$ cat config.mk
export PLATFORM = sky130hd
export DESIGN_NAME = calibrated_compass_quadrant_core
export DESIGN_NICKNAME = d
export VERILOG_FILES = /design/src/hw/rtl/ccq_pkg.sv /design/src/hw/rtl/ccq_extremes.sv /design/src/hw/rtl/calibrated_compass_quadrant_core.sv
export SDC_FILE = /design/constraint.sdc
export NUM_CORES = 2
export LEC_CHECK = 0
export BUFFER_PORTS_ARGS = -buffer_cell sky130_fd_sc_hd__buf_2
export CORE_ASPECT_RATIO = 1.75
export CORE_MARGIN = 2
export CORE_UTILIZATION = 40
export CTS_CLUSTER_SIZE = 20
export DETAILED_ROUTE_END_ITERATION = 6
export PLACE_DENSITY = 0.67
export SETUP_SLACK_MARGIN = 0.1
export SYNTH_ARGS = -nofsm -noshare
export SYNTH_HDL_FRONTEND = slang
export SYNTH_SLANG_ARGS = --single-unit
$ cat constraint.sdc
create_clock -name clk -period 6.15 [get_ports clk]
set_input_delay 0.615 -clock clk [delete_from_list [all_inputs] [get_ports clk]]
set_output_delay 0.615 -clock clk [all_outputs]
set_load 0.02 [all_outputs]
$ cat src/hw/rtl/ccq_pkg.sv
package ccq_pkg;

	localparam int SAMPLE_W = 16;
	// Centred components and spans reach +/-65535; they are held in 18 signed bits.
	localparam int GEOM_W   = SAMPLE_W + 2;
	localparam int PROD_W   = 2 * GEOM_W;

	localparam logic [SAMPLE_W-1:0] LOW_RESET  = 16'h7FFF;
	localparam logic [SAMPLE_W-1:0] HIGH_RESET = 16'h8000;

	typedef enum logic [1:0] {
		DIR_NORTH = 2'd0,
		DIR_EAST  = 2'd1,
		DIR_SOUTH = 2'd2,
		DIR_WEST  = 2'd3
	} dir_t;

	typedef enum logic {
		OP_CALIBRATE = 1'b0,
		OP_HEADING   = 1'b1
	} op_t;

	typedef struct packed {
		logic signed [GEOM_W-1:0] ax;
		logic signed [GEOM_W-1:0] ay;
		logic signed [GEOM_W-1:0] span_x;
		logic signed [GEOM_W-1:0] span_y;
		logic                     span_zero;
	} geom_t;

	typedef struct packed {
		logic signed [PROD_W-1:0] px;
		logic signed [PROD_W-1:0] py;
		logic                     span_zero;
	} prod_t;

	// Sector of the vector (px, py), angle counter-clockwise from +x. An angle
	// on a sector edge belongs to the sector that the edge opens.
	function automatic dir_t sector(input logic signed [PROD_W-1:0] px,
			input logic signed [PROD_W-1:0] py);
		logic signed [PROD_W-1:0] npx;
		dir_t                     d;
		npx = -px;
		if (px == '0 && py == '0) begin
			d = DIR_NORTH;
		end else if (py < px && py >= npx) begin
			d = DIR_NORTH;
		end else if (py >= px && py > npx) begin
			d = DIR_EAST;
		end else if (py > px && py <= npx) begin
			d = DIR_SOUTH;
		end else begin
			d = DIR_WEST;
		end
		return d;
	endfunction

endpackage

$ cat src/hw/rtl/ccq_extremes.sv
module ccq_extremes (
	input  logic                                clk,
	input  logic                                arst_n,
	input  logic                                update,
	input  logic signed [ccq_pkg::SAMPLE_W-1:0] sample_x,
	input  logic signed [ccq_pkg::SAMPLE_W-1:0] sample_y,
	output ccq_pkg::geom_t                      geom
);

	logic signed [ccq_pkg::SAMPLE_W-1:0] x_low_q, x_high_q, y_low_q, y_high_q;
	logic signed [ccq_pkg::SAMPLE_W-1:0] x_low, x_high, y_low, y_high;
	logic signed [ccq_pkg::GEOM_W-1:0]   xl_e, xh_e, yl_e, yh_e, sx2, sy2;

	// The sample widens the extremes before its own heading is worked out.
	always_comb begin
		x_low  = (sample_x < x_low_q)  ? sample_x : x_low_q;
		x_high = (sample_x > x_high_q) ? sample_x : x_high_q;
		y_low  = (sample_y < y_low_q)  ? sample_y : y_low_q;
		y_high = (sample_y > y_high_q) ? sample_y : y_high_q;
	end

	always_ff @(posedge clk or negedge arst_n) begin
		if (!arst_n) begin
			x_low_q  <= ccq_pkg::LOW_RESET;
			x_high_q <= ccq_pkg::HIGH_RESET;
			y_low_q  <= ccq_pkg::LOW_RESET;
			y_high_q <= ccq_pkg::HIGH_RESET;
		end else if (update) begin
			x_low_q  <= x_low;
			x_high_q <= x_high;
			y_low_q  <= y_low;
			y_high_q <= y_high;
		end
	end

	always_comb begin
		xl_e = {{2{x_low[ccq_pkg::SAMPLE_W-1]}}, x_low};
		xh_e = {{2{x_high[ccq_pkg::SAMPLE_W-1]}}, x_high};
		yl_e = {{2{y_low[ccq_pkg::SAMPLE_W-1]}}, y_low};
		yh_e = {{2{y_high[ccq_pkg::SAMPLE_W-1]}}, y_high};
		sx2  = {sample_x[ccq_pkg::SAMPLE_W-1], sample_x, 1'b0};
		sy2  = {sample_y[ccq_pkg::SAMPLE_W-1], sample_y, 1'b0};
		// 2*(m - low) - (high - low) reduces to 2*m - low - high.
		geom.ax        = sx2 - xl_e - xh_e;
		geom.ay        = sy2 - yl_e - yh_e;
		geom.span_x    = xh_e - xl_e;
		geom.span_y    = yh_e - yl_e;
		geom.span_zero = (x_high == x_low) || (y_high == y_low);
	end

endmodule

$ cat src/hw/rtl/calibrated_compass_quadrant_core.sv
// Calibrated compass quadrant core.
// Input stream (s_*): one transfer per magnetometer sample. s_tdata carries
// sample_x and sample_y; s_tuser selects a calibration sample (0) or a heading
// request (1). Every sample widens the running per-axis minima and maxima.
// Output stream (m_*): one transfer per heading request, in request order,
// giving the compass sector of the centred sample and a flag that is set
// (with direction west) when either axis has a zero calibration span.
// Calibration samples produce no output transfer.
// Path: a request is registered at the input, then the extreme update and
// centring feed the geometry register, two 18x18 multiplies the product
// register, and the sector compare the output register that drives m_tvalid.
// Throughput: one sample per cycle while s_tready is high. When the receiver
// stalls, results hold in the pipeline and input is still taken until every
// stage holds a heading request; s_tready then drops until m_tready returns.
// Reset clears the pipeline and returns the minima to +32767 and the maxima to
// -32768, so the first sample sets both extremes of each axis.
module calibrated_compass_quadrant_core (
	input  logic        clk,
	input  logic        arst_n,
	input  logic        s_tvalid,
	output logic        s_tready,
	input  logic [31:0] s_tdata,   // sample_x [15:0], sample_y [31:16]
	input  logic [0:0]  s_tuser,   // op [0]
	output logic        m_tvalid,
	input  logic        m_tready,
	output logic [7:0]  m_tdata    // direction [1:0], span_zero [2], zero fill [7:3]
);

	logic                                valid_s1, valid_s2, valid_s3, out_valid_q;
	ccq_pkg::op_t                        op_s1;
	logic signed [ccq_pkg::SAMPLE_W-1:0] x_s1, y_s1;
	ccq_pkg::geom_t                      geom, geom_s2;
	ccq_pkg::prod_t                      prod_s3;
	ccq_pkg::dir_t                       dir_q;
	logic                                zero_q;
	logic                                out_en, s3_en, s2_en, s1_en;

	always_comb begin
		out_en   = !out_valid_q || m_tready;
		s3_en    = !valid_s3 || out_en;
		s2_en    = !valid_s2 || s3_en;
		// A calibration sample leaves stage one without needing room further on.
		s1_en    = !valid_s1 || (op_s1 == ccq_pkg::OP_CALIBRATE) || s2_en;
		s_tready = s1_en;
	end

	ccq_extremes u_extremes (
		.clk      (clk),
		.arst_n   (arst_n),
		.update   (valid_s1 && s1_en),
		.sample_x (x_s1),
		.sample_y (y_s1),
		.geom     (geom)
	);

	always_ff @(posedge clk or negedge arst_n) begin
		if (!arst_n) begin
			valid_s1    <= 1'b0;
			valid_s2    <= 1'b0;
			valid_s3    <= 1'b0;
			out_valid_q <= 1'b0;
		end else begin
			if (s1_en) begin
				valid_s1 <= s_tvalid;
			end
			if (s2_en) begin
				valid_s2 <= valid_s1 && (op_s1 == ccq_pkg::OP_HEADING);
			end
			if (s3_en) begin
				valid_s3 <= valid_s2;
			end
			if (out_en) begin
				out_valid_q <= valid_s3;
			end
		end
	end

	always_ff @(posedge clk) begin
		if (s1_en && s_tvalid) begin
			op_s1 <= ccq_pkg::op_t'(s_tuser[0]);
			x_s1  <= s_tdata[15:0];
			y_s1  <= s_tdata[31:16];
		end
		if (s2_en) begin
			geom_s2 <= geom;
		end
		if (s3_en) begin
			prod_s3.px        <= geom_s2.ax * geom_s2.span_y;
			prod_s3.py        <= geom_s2.ay * geom_s2.span_x;
			prod_s3.span_zero <= geom_s2.span_zero;
		end
		if (out_en) begin
			dir_q  <= prod_s3.span_zero ? ccq_pkg::DIR_WEST
				: ccq_pkg::sector(prod_s3.px, prod_s3.py);
			zero_q <= prod_s3.span_zero;
		end
	end

	assign m_tvalid = out_valid_q;
	assign m_tdata  = {5'b0, zero_q, dir_q};

endmodule
==> impl_metrics.yaml <==
outcome:
  status: "finished clean"
logic_synthesis:
  syn_area_mm2: 0.0394
  synthTopCellsByArea: "fa_1 33%, edfxtp_1 14%, ha_1 13%"
  syn_inst: 3962
  yosysSeqAreaShare_pct: 18.0
  avgSynthCellArea_um2: 9.94
  synth_edf_count: 178
  yosys.area.top_type: "fa_1"
  ys_seq_elements: 246
  synth_ff_type: "edfxtp_1"
  async_reset_ff_share_pct: 27.6
  netlist.area_leader.share_pct: 33.3
  ys_types: 74
  yosysWarningCount: 0
worst_setup_path:
  reg2reg_from: "geom_s2[45]$_DFFE_PP_"
  rrSetupSlack_ns: 0.06
  critPathRequiredTime_ns: 6.47
  critPathLaunch: "geom_s2[45]$_DFFE_PP_"
  cp-start-kind: "flop"
  worst_setup_path_end_kind: "flop"
  arrival_ns: 6.42
  worst-setup-path-type: "reg -> reg"
  cp_max_fo: 6
routing:
  route.vias.total: 28400
  vias_per_cell: 5.08
  routed_wl_um: 104000
  drc: 0
  drtIter0Drc: 1250
  drtPass1Iterations: 7
  wl_per_cell_um: 18.5
  ant_nets: 0
sta:
  rsz0062_at_grt: "true"
  max_slew_margin_pct: 23.9
  final_hold_viol_count: 0
  timing.final.crit_share_pct: 99.1
  tightest_slew_ns: 1.13
  setup_viol: 0
  setup_ws_ns: 0.0570
  skew_ns: 0.0200
  slew_viol_final: 0
  max_freq_mhz: 164
  min_period_ns: 6.09
global_route:
  grt_pass1_vias: 31300
  groute.usage.overall_pct: 21.0
  gr-total-overflow: 0
  antenna_found_initial: 0
  grt_pass1_wl_um: 163000
  grt_start_max_net_pins: 57
placement:
  dp_cells: 5492
  gp_congestion: 0.942
  hpwl_um: 88700
  pre_cts_ws_ns: -0.246
  portBuffers: 41
floorplanning:
  rows: 152
  start_util_pct: 40.2
  fp.dieH_um: 419
  ios: 47
  dieArea_mm2: 0.101
  die_w_um: 241
  core_mm2: 0.0979
finish:
  fin_util_pct: 46.3
  fin_nets: 5369
  nFillCells: 9140
  multi_input_area_mm2: 0.0295
  seqCellArea_mm2: 0.00709
  mostFrequentLayoutCell: "inv_1"
  synthToLayoutAreaGrowth_pct: 15.2
  layout_common_cells: "794 x inv_1, 630 x fa_1, 378 x ha_1"
  instances_no_fill: 5603
  drive_gt1_share_pct: 16.6
clock_tree:
  h-tree-depth: 1
  cts_root_buf: "clkbuf_16"
  clk_path_buf_depth: 3
  insertion_delay_ns: 0.58
  clkTransAtPathRegs_ns: 0.07
  clkSinkCount: 246
  cts_tree: "yes"
  numCtsBuffers: 25
worst_hold_path:
  min_from: "s_tdata[22]"
  hold_class: "in -> reg"
run:
  cap_violations: 0
-- Yosys cell counts (all sizes together) (32+ instances only) --
master and count:
a21o 81, a21oi 130, and2 309, clkbuf 88, dfrtp 36, dfstp 32
edfxtp 178, fa 656, ha 401, inv 821, mux2 67, mux2i 62
nand2 359, nand3 34, nor2 140, nor3 35, o21ai 72, xnor2 125
xor2 36
-- flip-flops by register name, indices dropped and copies added, names as in the netlist --
name                 flops
dir_q                    2
y_s1                    16
u_extremes.x_low_q      16
valid_s2                 1
u_extremes.y_high_q     16
geom_s2                 71
u_extremes.y_low_q      16
valid_s3                 1
x_s1                    16
zero_q                   1
u_extremes.x_high_q     16
m_tvalid                 1
valid_s1                 1
op_s1                    1
prod_s3                 71
-- worst max-delay path, cell delays in order (launching register included) --
cell,delay [ns]
edfxtp_1,0.51
buf_6,0.18
nand2_4,0.06
fa_1,0.44
fa_1,0.56
inv_2,0.04
fa_1,0.49
inv_2,0.04
fa_2,0.57
fa_2,0.46
fa_1,0.53
inv_2,0.05
ha_4,0.21
buf_4,0.13
a21o_1,0.18
a21oi_2,0.13
nor2b_1,0.05
a311o_1,0.37
a41oi_2,0.24
o211ai_1,0.17
a31o_2,0.24
a21oi_2,0.14
xnor2_1,0.07
-- cell type report --
class                      instances  share of cell area [%]
sequential                       246                    15.6
antenna                            1                 0.00552
clock buffer                      28                    1.49
clock inverter                    17                   0.452
tap                             1309                    3.61
inverter                         821                    6.79
multi-input combinational       2790                    65.0
timing repair buffer             391                    6.98
-- metal layers --
layer | part of all wire (%) | vias up | track usage [%]
met1 | 32 | 14400 | 19.4
met3 | 2.3 | 373 | 1.38
met4 | 10 | 0 | 17.5
met2 | 55 | 634 | 41.0
met5 | 0 | - | 0
li1 | - | 13100 | -
-- repair_timing --
item	in CTS	in global routing
hold endpoints to repair	4	0
gates resized for setup	86	152
endpoints found under the setup margin	16	28
hold buffers	1	0
gates cloned	0	0
pin swaps	63	98
setup buffers	28	41
-- kinds of logic after synthesis --
family,share of synthesized area (%)
buf+inv,9.04
compound gates,6.74
other cells,0.00952
mux,3.53
simple gates,13.0
fa+ha+maj,46.1
xor+xnor,3.58
flops,18.0
-- metrics by stage --
stage	hold WS, ns	area (um^2)	TNS, ns
global route	0.191	45400	-1.03
floorplan	0.319	39400	0
CTS	0.178	44500	0
global placement	0.421	43000	-1.26
detailed placement	0.409	43000	-1.36
finish	0.211	45400	0
-- worst paths after layout --
kind	depth (start not counted)	to
min in group asynchronous	2	u_extremes.y_high_q[13]$_DFFE_PN0P_
max	22	prod_s3[32]$_DFFE_PP_
max in group asynchronous	3	u_extremes.x_high_q[14]$_DFFE_PN0P_
min	1	y_s1[6]$_DFFE_PP_
min reg2reg	0	prod_s3[0]$_DFFE_PP_
max reg2reg	22	prod_s3[32]$_DFFE_PP_
Power is not shown: default switching activity piles up to over one toggle a cycle in this logic, so the estimate is an artifact.
